### src/mfre_pkg.sv
// shared constants for the mouse frame report engine
package mfre_pkg;

    localparam int NUM_BUTTONS = 5;
    localparam int HIST_W      = 8;
    localparam int MOTION_W    = 16;
    localparam int SKIP_W      = 8;
    localparam int PROFILE_W   = 2;
    localparam int CPI_CODE_W  = 4;
    localparam int WHEEL_W     = 2;
    localparam int CFG_DATA_W  = 8;

    // register indexes of the configuration port
    localparam logic CFG_INITIAL_PROFILE = 1'b0;
    localparam logic CFG_INITIAL_SKIP    = 1'b1;

    // debounce patterns
    localparam logic [HIST_W-1:0] PRESS_PAT     = 8'hFE;
    localparam logic [HIST_W-1:0] RELEASE_PAT_A = 8'h01;
    localparam logic [HIST_W-1:0] RELEASE_PAT_B = 8'hFF;

    // pin to report bit map
    localparam logic [NUM_BUTTONS-1:0] KEY_BIT [NUM_BUTTONS] = '{
        5'h04, 5'h08, 5'h10, 5'h02, 5'h01
    };

    // button combos on pressed flags
    localparam logic [NUM_BUTTONS-1:0] CPI_COMBO  = 5'h13;
    localparam logic [NUM_BUTTONS-1:0] RATE_COMBO = 5'h1B;

    // cpi profiles and sensor codes
    localparam logic [PROFILE_W-1:0]  PROFILE_0 = 2'd0;
    localparam logic [PROFILE_W-1:0]  PROFILE_1 = 2'd1;
    localparam logic [PROFILE_W-1:0]  PROFILE_2 = 2'd2;
    localparam logic [CPI_CODE_W-1:0] CPI_CODE_NONE = 4'h0;
    localparam logic [CPI_CODE_W-1:0] CPI_CODE_P0   = 4'h3;
    localparam logic [CPI_CODE_W-1:0] CPI_CODE_P1   = 4'h7;
    localparam logic [CPI_CODE_W-1:0] CPI_CODE_P2   = 4'hF;

    // report skip cycle
    localparam logic [SKIP_W-1:0] SKIP_0   = 8'd0;
    localparam logic [SKIP_W-1:0] SKIP_1   = 8'd1;
    localparam logic [SKIP_W-1:0] SKIP_3   = 8'd3;
    localparam logic [SKIP_W-1:0] SKIP_7   = 8'd7;
    localparam logic [SKIP_W-1:0] SKIP_MAX = 8'hFE;
    localparam logic [SKIP_W-1:0] SKIP_SAT = 8'hFF;

    // wheel steps
    localparam logic signed [WHEEL_W-1:0] WHEEL_NONE = 2'sb00;
    localparam logic signed [WHEEL_W-1:0] WHEEL_POS  = 2'sb01;
    localparam logic signed [WHEEL_W-1:0] WHEEL_NEG  = 2'sb11;

endpackage

### src/mouse_frame_report_engine.sv
// mouse frame report engine: debounce, wheel decode, motion accumulate, report
//
// one transfer on the input channel per usb frame: button pins, wheel pins
// and sensor deltas, taken when in_valid is high and in_stall is low
// every input transfer gives exactly one output transfer carrying the report
// decision, the profile state and the skip state for that frame
// each frame passes an input register, then the frame logic into the result
// register; one frame per cycle is sustained while out_stall is low
// when the receiver stalls the result register holds and one more frame can
// wait in the input register; after that in_stall goes high
// configuration writes load the cpi profile and the skip setting directly;
// a skip value of 255 is held as 254; write only while no frame is in flight
// reset clears both registers' valid flags and all frame state
module mouse_frame_report_engine
(
    input  logic                                   clk,
    input  logic                                   rst_n,
    input  logic                                   cfg_we,
    input  logic                                   cfg_index,
    input  logic [mfre_pkg::CFG_DATA_W-1:0]        cfg_data,
    input  logic                                   in_valid,
    output logic                                   in_stall,
    input  logic [mfre_pkg::NUM_BUTTONS-1:0]       button_pins,
    input  logic                                   wheel_a,
    input  logic                                   wheel_b,
    input  logic signed [mfre_pkg::MOTION_W-1:0]   delta_x,
    input  logic signed [mfre_pkg::MOTION_W-1:0]   delta_y,
    output logic                                   out_valid,
    input  logic                                   out_stall,
    output logic                                   report_valid,
    output logic [mfre_pkg::NUM_BUTTONS-1:0]       report_buttons,
    output logic signed [mfre_pkg::MOTION_W-1:0]   report_x,
    output logic signed [mfre_pkg::MOTION_W-1:0]   report_y,
    output logic signed [mfre_pkg::WHEEL_W-1:0]    report_wheel,
    output logic                                   profile_changed,
    output logic [mfre_pkg::PROFILE_W-1:0]         new_profile,
    output logic [mfre_pkg::CPI_CODE_W-1:0]        sensor_cpi_code,
    output logic                                   rate_changed,
    output logic [mfre_pkg::SKIP_W-1:0]            new_skip
);

    // input register
    logic                                   in_full_reg;
    logic                                   in_full_next;
    logic [mfre_pkg::NUM_BUTTONS-1:0]       pins_reg;
    logic                                   wa_reg;
    logic                                   wb_reg;
    logic [mfre_pkg::MOTION_W-1:0]          dx_reg;
    logic [mfre_pkg::MOTION_W-1:0]          dy_reg;

    // frame state
    logic [mfre_pkg::HIST_W-1:0]            hist_reg [mfre_pkg::NUM_BUTTONS];
    logic [mfre_pkg::HIST_W-1:0]            hist_next [mfre_pkg::NUM_BUTTONS];
    logic [mfre_pkg::NUM_BUTTONS-1:0]       pressed_reg;
    logic [mfre_pkg::NUM_BUTTONS-1:0]       pressed_next;
    logic [mfre_pkg::NUM_BUTTONS-1:0]       buttons_reg;
    logic [mfre_pkg::NUM_BUTTONS-1:0]       buttons_next;
    logic [mfre_pkg::NUM_BUTTONS-1:0]       sent_reg;
    logic [mfre_pkg::NUM_BUTTONS-1:0]       sent_next;
    logic                                   last_same_reg;
    logic                                   last_same_next;
    logic                                   last_diff_reg;
    logic                                   last_diff_next;
    logic [mfre_pkg::MOTION_W-1:0]          accum_x_reg;
    logic [mfre_pkg::MOTION_W-1:0]          accum_x_next;
    logic [mfre_pkg::MOTION_W-1:0]          accum_y_reg;
    logic [mfre_pkg::MOTION_W-1:0]          accum_y_next;
    logic [mfre_pkg::SKIP_W-1:0]            skip_cnt_reg;
    logic [mfre_pkg::SKIP_W-1:0]            skip_cnt_next;
    logic [mfre_pkg::SKIP_W-1:0]            skip_set_reg;
    logic [mfre_pkg::SKIP_W-1:0]            skip_set_next;
    logic [mfre_pkg::PROFILE_W-1:0]         profile_reg;
    logic [mfre_pkg::PROFILE_W-1:0]         profile_next;
    logic                                   cpi_armed_reg;
    logic                                   cpi_armed_next;
    logic                                   rate_armed_reg;
    logic                                   rate_armed_next;

    // result register
    logic                                   out_valid_reg;
    logic                                   out_valid_next;
    logic                                   rep_valid_reg;
    logic [mfre_pkg::NUM_BUTTONS-1:0]       rep_buttons_reg;
    logic signed [mfre_pkg::MOTION_W-1:0]   rep_x_reg;
    logic signed [mfre_pkg::MOTION_W-1:0]   rep_y_reg;
    logic signed [mfre_pkg::WHEEL_W-1:0]    rep_wheel_reg;
    logic                                   prof_chg_reg;
    logic [mfre_pkg::CPI_CODE_W-1:0]        cpi_code_reg;
    logic                                   rate_chg_reg;

    // frame logic results
    logic                                   in_accept;
    logic                                   advance;
    logic                                   cpi_all;
    logic                                   rate_all;
    logic                                   prof_chg_step;
    logic [mfre_pkg::CPI_CODE_W-1:0]        cpi_code_step;
    logic                                   rate_chg_step;
    logic signed [mfre_pkg::WHEEL_W-1:0]    wheel_step;
    logic                                   send;
    logic [mfre_pkg::HIST_W-1:0]            hist_step [mfre_pkg::NUM_BUTTONS];
    logic [mfre_pkg::NUM_BUTTONS-1:0]       pressed_step;
    logic [mfre_pkg::NUM_BUTTONS-1:0]       buttons_step;
    logic [mfre_pkg::PROFILE_W-1:0]         profile_step;
    logic                                   cpi_armed_step;
    logic [mfre_pkg::SKIP_W-1:0]            skip_set_step;
    logic                                   rate_armed_step;
    logic                                   last_same_step;
    logic                                   last_diff_step;
    logic [mfre_pkg::MOTION_W-1:0]          sum_x;
    logic [mfre_pkg::MOTION_W-1:0]          sum_y;

    assign advance   = in_full_reg && (!out_valid_reg || !out_stall);
    assign in_stall  = in_full_reg && out_valid_reg && out_stall;
    assign in_accept = in_valid && !in_stall;

    assign in_full_next   = in_accept || (in_full_reg && !advance);
    assign out_valid_next = advance || (out_valid_reg && out_stall);

    // debounce and button map
    always_comb
    begin
        pressed_step = pressed_reg;
        buttons_step = buttons_reg;
        for (int i = 0; i < mfre_pkg::NUM_BUTTONS; i++)
        begin
            hist_step[i] = {hist_reg[i][mfre_pkg::HIST_W-2:0], pins_reg[i]};
            if (!pressed_reg[i] && hist_step[i] == mfre_pkg::PRESS_PAT)
            begin
                pressed_step[i] = 1'b1;
                buttons_step    = buttons_step | mfre_pkg::KEY_BIT[i];
            end
            else if (pressed_reg[i] && (hist_step[i] == mfre_pkg::RELEASE_PAT_A ||
                                        hist_step[i] == mfre_pkg::RELEASE_PAT_B))
            begin
                pressed_step[i] = 1'b0;
                buttons_step    = buttons_step & ~mfre_pkg::KEY_BIT[i];
            end
        end
    end

    assign cpi_all  = (pressed_step & mfre_pkg::CPI_COMBO) == mfre_pkg::CPI_COMBO;
    assign rate_all = (pressed_step & mfre_pkg::RATE_COMBO) == mfre_pkg::RATE_COMBO;

    // cpi profile cycling on combo release
    always_comb
    begin
        profile_step   = profile_reg;
        cpi_armed_step = cpi_armed_reg;
        prof_chg_step  = 1'b0;
        cpi_code_step  = mfre_pkg::CPI_CODE_NONE;
        if (!cpi_all && cpi_armed_reg)
        begin
            cpi_armed_step = 1'b0;
            case (profile_reg)
                mfre_pkg::PROFILE_0:
                begin
                    profile_step  = mfre_pkg::PROFILE_1;
                    cpi_code_step = mfre_pkg::CPI_CODE_P1;
                    prof_chg_step = 1'b1;
                end
                mfre_pkg::PROFILE_1:
                begin
                    profile_step  = mfre_pkg::PROFILE_2;
                    cpi_code_step = mfre_pkg::CPI_CODE_P2;
                    prof_chg_step = 1'b1;
                end
                mfre_pkg::PROFILE_2:
                begin
                    profile_step  = mfre_pkg::PROFILE_0;
                    cpi_code_step = mfre_pkg::CPI_CODE_P0;
                    prof_chg_step = 1'b1;
                end
                default:
                begin
                    profile_step = profile_reg;
                end
            endcase
        end
        else if (cpi_all)
        begin
            cpi_armed_step = 1'b1;
        end
    end

    // report skip cycling on combo release
    always_comb
    begin
        skip_set_step   = skip_set_reg;
        rate_armed_step = rate_armed_reg;
        rate_chg_step   = 1'b0;
        if (!rate_all && rate_armed_reg)
        begin
            rate_armed_step = 1'b0;
            rate_chg_step   = 1'b1;
            case (skip_set_reg)
                mfre_pkg::SKIP_0: skip_set_step = mfre_pkg::SKIP_1;
                mfre_pkg::SKIP_1: skip_set_step = mfre_pkg::SKIP_3;
                mfre_pkg::SKIP_3: skip_set_step = mfre_pkg::SKIP_7;
                mfre_pkg::SKIP_7: skip_set_step = mfre_pkg::SKIP_0;
                default:          rate_chg_step = 1'b0;
            endcase
        end
        else if (rate_all)
        begin
            rate_armed_step = 1'b1;
        end
    end

    // quadrature wheel
    always_comb
    begin
        last_same_step = last_same_reg;
        last_diff_step = last_diff_reg;
        wheel_step     = mfre_pkg::WHEEL_NONE;
        if (wa_reg != wb_reg)
        begin
            last_diff_step = wa_reg;
        end
        else if (wa_reg != last_same_reg)
        begin
            wheel_step     = (wa_reg ^ last_diff_reg) ? mfre_pkg::WHEEL_NEG
                                                      : mfre_pkg::WHEEL_POS;
            last_same_step = wa_reg;
        end
    end

    assign sum_x = accum_x_reg + dx_reg;
    assign sum_y = accum_y_reg + dy_reg;

    assign send = (skip_cnt_reg == '0) &&
                  (sent_reg != buttons_step || sum_x != '0 || sum_y != '0 ||
                   wheel_step != mfre_pkg::WHEEL_NONE);

    // state next values; config writes must land only while idle, which the block does not enforce
    always_comb
    begin
        hist_next       = hist_reg;
        pressed_next    = pressed_reg;
        buttons_next    = buttons_reg;
        sent_next       = sent_reg;
        last_same_next  = last_same_reg;
        last_diff_next  = last_diff_reg;
        accum_x_next    = accum_x_reg;
        accum_y_next    = accum_y_reg;
        skip_cnt_next   = skip_cnt_reg;
        skip_set_next   = skip_set_reg;
        profile_next    = profile_reg;
        cpi_armed_next  = cpi_armed_reg;
        rate_armed_next = rate_armed_reg;
        if (advance)
        begin
            hist_next       = hist_step;
            pressed_next    = pressed_step;
            buttons_next    = buttons_step;
            last_same_next  = last_same_step;
            last_diff_next  = last_diff_step;
            skip_set_next   = skip_set_step;
            profile_next    = profile_step;
            cpi_armed_next  = cpi_armed_step;
            rate_armed_next = rate_armed_step;
            if (skip_cnt_reg != '0)
            begin
                skip_cnt_next = skip_cnt_reg - 1'b1;
                accum_x_next  = sum_x;
                accum_y_next  = sum_y;
            end
            else if (send)
            begin
                sent_next     = buttons_step;
                accum_x_next  = '0;
                accum_y_next  = '0;
                skip_cnt_next = skip_set_step;
            end
            else
            begin
                accum_x_next = sum_x;
                accum_y_next = sum_y;
            end
        end
        if (cfg_we)
        begin
            case (cfg_index)
                mfre_pkg::CFG_INITIAL_PROFILE:
                begin
                    profile_next = cfg_data[mfre_pkg::PROFILE_W-1:0];
                end
                mfre_pkg::CFG_INITIAL_SKIP:
                begin
                    skip_set_next = (cfg_data == mfre_pkg::SKIP_SAT) ? mfre_pkg::SKIP_MAX
                                                                     : cfg_data;
                end
                default:
                begin
                    profile_next = profile_reg;
                end
            endcase
        end
    end

    always_ff @(posedge clk or negedge rst_n)
    begin
        if (!rst_n)
        begin
            in_full_reg    <= 1'b0;
            out_valid_reg  <= 1'b0;
            for (int i = 0; i < mfre_pkg::NUM_BUTTONS; i++)
            begin
                hist_reg[i] <= '0;
            end
            pressed_reg    <= '0;
            buttons_reg    <= '0;
            sent_reg       <= '0;
            last_same_reg  <= 1'b0;
            last_diff_reg  <= 1'b0;
            accum_x_reg    <= '0;
            accum_y_reg    <= '0;
            skip_cnt_reg   <= '0;
            skip_set_reg   <= '0;
            profile_reg    <= '0;
            cpi_armed_reg  <= 1'b0;
            rate_armed_reg <= 1'b0;
        end
        else
        begin
            in_full_reg    <= in_full_next;
            out_valid_reg  <= out_valid_next;
            hist_reg       <= hist_next;
            pressed_reg    <= pressed_next;
            buttons_reg    <= buttons_next;
            sent_reg       <= sent_next;
            last_same_reg  <= last_same_next;
            last_diff_reg  <= last_diff_next;
            accum_x_reg    <= accum_x_next;
            accum_y_reg    <= accum_y_next;
            skip_cnt_reg   <= skip_cnt_next;
            skip_set_reg   <= skip_set_next;
            profile_reg    <= profile_next;
            cpi_armed_reg  <= cpi_armed_next;
            rate_armed_reg <= rate_armed_next;
        end
    end

    // payload registers
    always_ff @(posedge clk)
    begin
        if (in_accept)
        begin
            pins_reg <= button_pins;
            wa_reg   <= wheel_a;
            wb_reg   <= wheel_b;
            dx_reg   <= delta_x;
            dy_reg   <= delta_y;
        end
        if (advance)
        begin
            rep_valid_reg   <= send;
            rep_buttons_reg <= send ? buttons_step : '0;
            rep_x_reg       <= send ? $signed(sum_x) : '0;
            rep_y_reg       <= send ? $signed(sum_y) : '0;
            rep_wheel_reg   <= send ? wheel_step : mfre_pkg::WHEEL_NONE;
            prof_chg_reg    <= prof_chg_step;
            cpi_code_reg    <= cpi_code_step;
            rate_chg_reg    <= rate_chg_step;
        end
    end

    assign out_valid       = out_valid_reg;
    assign report_valid    = rep_valid_reg;
    assign report_buttons  = rep_buttons_reg;
    assign report_x        = rep_x_reg;
    assign report_y        = rep_y_reg;
    assign report_wheel    = rep_wheel_reg;
    assign profile_changed = prof_chg_reg;
    assign new_profile     = profile_reg;
    assign sensor_cpi_code = cpi_code_reg;
    assign rate_changed    = rate_chg_reg;
    assign new_skip        = skip_set_reg;

endmodule

### config.mk
export PLATFORM = sky130hd
export DESIGN_NAME = mouse_frame_report_engine
export DESIGN_NICKNAME = d
export VERILOG_FILES = /design/src/mfre_pkg.sv /design/src/mouse_frame_report_engine.sv
export SDC_FILE = /design/constraint.sdc
export NUM_CORES = 1
export LEC_CHECK = 0
export BUFFER_PORTS_ARGS = -buffer_cell sky130_fd_sc_hd__buf_2
export CAP_MARGIN = 20
export CELL_PAD_IN_SITES_DETAIL_PLACEMENT = 1
export CELL_PAD_IN_SITES_GLOBAL_PLACEMENT = 2
export CORE_MARGIN = 2
export CORE_UTILIZATION = 38
export CTS_BUF_LIST = sky130_fd_sc_hd__clkbuf_16
export CTS_CLUSTER_SIZE = 24
export DETAILED_ROUTE_END_ITERATION = 6
export GPL_TIMING_DRIVEN = 0
export PLACE_DENSITY_LB_ADDON = 0.1
export SLEW_MARGIN = 0
export SYNTH_ARGS = -nofsm -noshare
export SYNTH_HDL_FRONTEND = slang
export SYNTH_SLANG_ARGS = --single-unit
### constraint.sdc
create_clock -name clk -period 3.8 [get_ports clk]
set_input_delay 0.57 -clock clk [delete_from_list [all_inputs] [get_ports clk]]
set_output_delay 0.57 -clock clk [all_outputs]
set_load 0.01 [all_outputs]
==> flow_metrics.tcl <==
set metrics [dict create \
    largest_register_ffs 35 \
    grt_util_met2 0.360 \
    worst_slack_ns 0.0873 \
    synth_nets 1040 \
    r2r-end "report_x[10]$_SDFFCE_PN0P_" \
    outcome "finished, final reports clean" \
    vias 7748 \
    initial_core_util 0.385 \
    place_congestion 0.831 \
    max_freq_mhz 269 \
    htree_levels 4 \
    dp_slack_ns -0.676 \
    path_depth 13 \
    ys_ff_latch 189 \
    yosys-top-cells-area "dfrtp_1 27%, edfxtp_1 26%, nand2_1 7.0%" \
    grt_remaining_overflow 0 \
    peakVddDrop_uv 297 \
    area_delta_synth_final_pct 21.2 \
    power_density_nw_per_um2 717 \
    drt_iter0_drc 462 \
    synth_warnings 0 \
    remaining_drc_errors 0 \
    synthCells 950 \
    pin_count 111 \
    final_area_um2 11700 \
    grtUsageMet1 0.311 \
    fin_skew_ns 0.0250 \
    critPathArrivalTime_ns 3.90 \
    placementRows 58 \
    setup_viol 0 \
    dpl_cell_area_um2 10700 \
    crit_path_end "report_x[10]$_SDFFCE_PN0P_" \
    crit_fanout 10 \
    grt_max_degree 74 \
    cpPeakStageDelay_ns 0.45 \
    place_hpwl_mm 20.4 \
    mostFrequentLayoutCell "nand2_1" \
    hold_class "in -> async" \
    period_needed_ns 3.71 \
    crit_buf_inv 2 \
    period_share 0.977 \
    finalHoldViolCount 0 \
    die_area_um2 26700 \
    clkLatencyLatePin_ns 0.45 \
    grt_pass1_vias 7923 \
    synth_top_area_cell "dfrtp_1" \
    nets 1191 \
    core_area_um2 25100 \
    rsz0062_at_grt "true" \
    wl_per_cell_um 19.8 \
    synth.cell_area_um2 9670 \
    cts_tree "done" \
    die_h_um 163 \
    finalMaxSlewViolations 0 \
    relSlewSlack 0.496 \
    tightest_slew_ns 0.756 \
    utilization 0.467 \
    cts_made_buffers 17 \
    grt_pass1_wl_mm 44.8 \
    fp.dieW_um 163 \
    ys_types 81 \
    clockRootBuffer "clkbuf_16" \
    clockBufferDepth 2 \
    first_pass_iters 6 \
    synth_area_per_cell_um2 10.2 \
    cp_cell_sequence "ha_4 -> fa_2 -> a21o_1 -> a221oi_4 -> o31ai_2 -> a31oi_2 -> nand4_1 -> nor4_4 -> nand4_4 -> o21ai_4 -> buf_8 -> buf_12 -> nor2_1" \
    worst_setup_path_start_kind "flop" \
    end_kind "flop" \
    yosys.area.top_type_share 0.274 \
    viasPerCell 5.37 \
    ant_nets 0 \
    drive_gt1_frac 0.213 \
    synth-seq-area-share 0.532 \
    cap_violations 0 \
    r2r_cells 13 \
    grt_busiest_layer "met2" \
    io_buffers 110 \
    synth_ff_type "dfrtp_1" \
    ctsHoldBuffers 0 \
    critical_path_required_ns 3.98 \
    diodes 0 \
    met3_usage 0.0320 \
    ff2ff_setup_slack_ns 0.09 \
    grt_use_total 0.219 \
    mostFrequentLayoutCells "179 x nand2_1, 115 x buf_2, 106 x dfrtp_1, 92 x nor2_1, 83 x edfxtp_1" \
    crit_start "dx_reg[0]$_DFFE_PP_" \
    critPathTopFamily "compound AO/OA/AOI/OAI gates" \
    final_cells 1444 \
    async_reset_ff_frac 0.561 \
    antenna_found_initial 0 \
    synth-edff-count 83 \
    placedCellCount 1394 \
    clk_pin_slew_ns 0.07 \
    leakage_nw 5.06 \
    wl_mm 28.6 \
    worstSetupPathType "reg -> reg" \
    slowest_stage "edfxtp_1" \
    nFillCells 2831 \
    r2r-start "dx_reg[0]$_DFFE_PP_" \
    clock-sinks 189 \
]
area by class of cell:
class / count / area (um2) / share of cell area
plain buffers: 44 / 230 / 0.0196
clock buffers: 17 / 425 / 0.0363
clock inverters: 15 / 175 / 0.0149
well taps: 330 / 413 / 0.0352
flip-flops and latches: 189 / 5140 / 0.439
multi-input cells: 696 / 4470 / 0.381
repair buffers: 132 / 782 / 0.0667
inverters: 21 / 78.8 / 0.00673
metrics by stage:
step                power (mW)  hold slack (ns)  TNS, ns
floorplan                 5.08            0.274        0
global placement          6.06            0.468   -94.63
detailed placement        6.12            0.478   -29.77
CTS                       8.23           0.0301        0
global route              8.96           0.0364    -1.34
finish                    8.40           0.0222        0
timing repair:
item / CTS / global route
pin swaps: 7 / 13
buffers inserted: 7 / 10
gates cloned: 0 / 1
resized for setup: 24 / 26
endpoints found under the hold margin: 0 / 0
setup endpoints to repair: 64 / 63
Yosys cell counts, types with 6 or more instances:
library cell	count
nand4_1	12
inv_1	20
xnor2_1	13
edfxtp_1	83
o21ai_0	52
and3_1	11
nand2b_1	8
xor2_1	9
or4_1	6
o211ai_1	6
a211oi_1	7
mux2i_1	10
a22o_1	18
a31oi_1	6
nor4_1	7
nor2b_1	10
mux2_2	11
nand3_1	23
a21o_1	10
and2_1	9
nand2_1	179
a21oi_1	41
nor3_1	18
o21ai_1	6
nor2_1	99
ha_1	35
clkbuf_1	28
dfrtp_1	106
worst min path at each step:
stage                                      from                          end  slack (ns)  cells after the start
finish                                    rst_n   accum_y_reg[9]$_DFFE_PN0P_        0.02                      1
detailed placement  accum_y_reg[13]$_DFFE_PN0P_  accum_y_reg[13]$_DFFE_PN0P_        0.48                      2
floorplan                                 rst_n   accum_x_reg[0]$_DFFE_PN0P_        0.27                      0
global placement     rate_armed_reg$_DFFE_PN0P_   rate_armed_reg$_DFFE_PN0P_        0.47                      2
global route                              rst_n   accum_y_reg[9]$_DFFE_PN0P_        0.04                      1
CTS                                       rst_n   accum_y_reg[9]$_DFFE_PN0P_        0.03                      1
logic make-up after synthesis:
| kind of cell | count (synthesis) | share of synthesized area |
|---|---|---|
| buffers and inverters | 65 | 0.0302 |
| adder cells (fa/ha/maj) | 37 | 0.0494 |
| multiplexers | 22 | 0.0243 |
| AND/OR/NAND/NOR | 406 | 0.193 |
| flip-flops | 189 | 0.532 |
| AO/OA/AOI/OAI | 209 | 0.151 |
| XOR/XNOR | 22 | 0.0199 |
metal layers:
layer  vias to the layer above  share of wire
li1                       3719              -
met1                      3894           0.49
met2                       121           0.47
met3                        14          0.029
met4                         0         0.0073
met5                         -              0
where the power goes:
part | leakage [nW] | internal [mW] | switching [mW] | total (mW)
Sequential | 2.14 | 2.59 | 0.367 | 2.95
Clock | 0.292 | 0.995 | 0.884 | 1.88
Combinational | 2.63 | 1.42 | 2.15 | 3.57
Total | 5.06 | 5.00 | 3.40 | 8.40
Note: power is estimated with default switching activity, not from simulation.
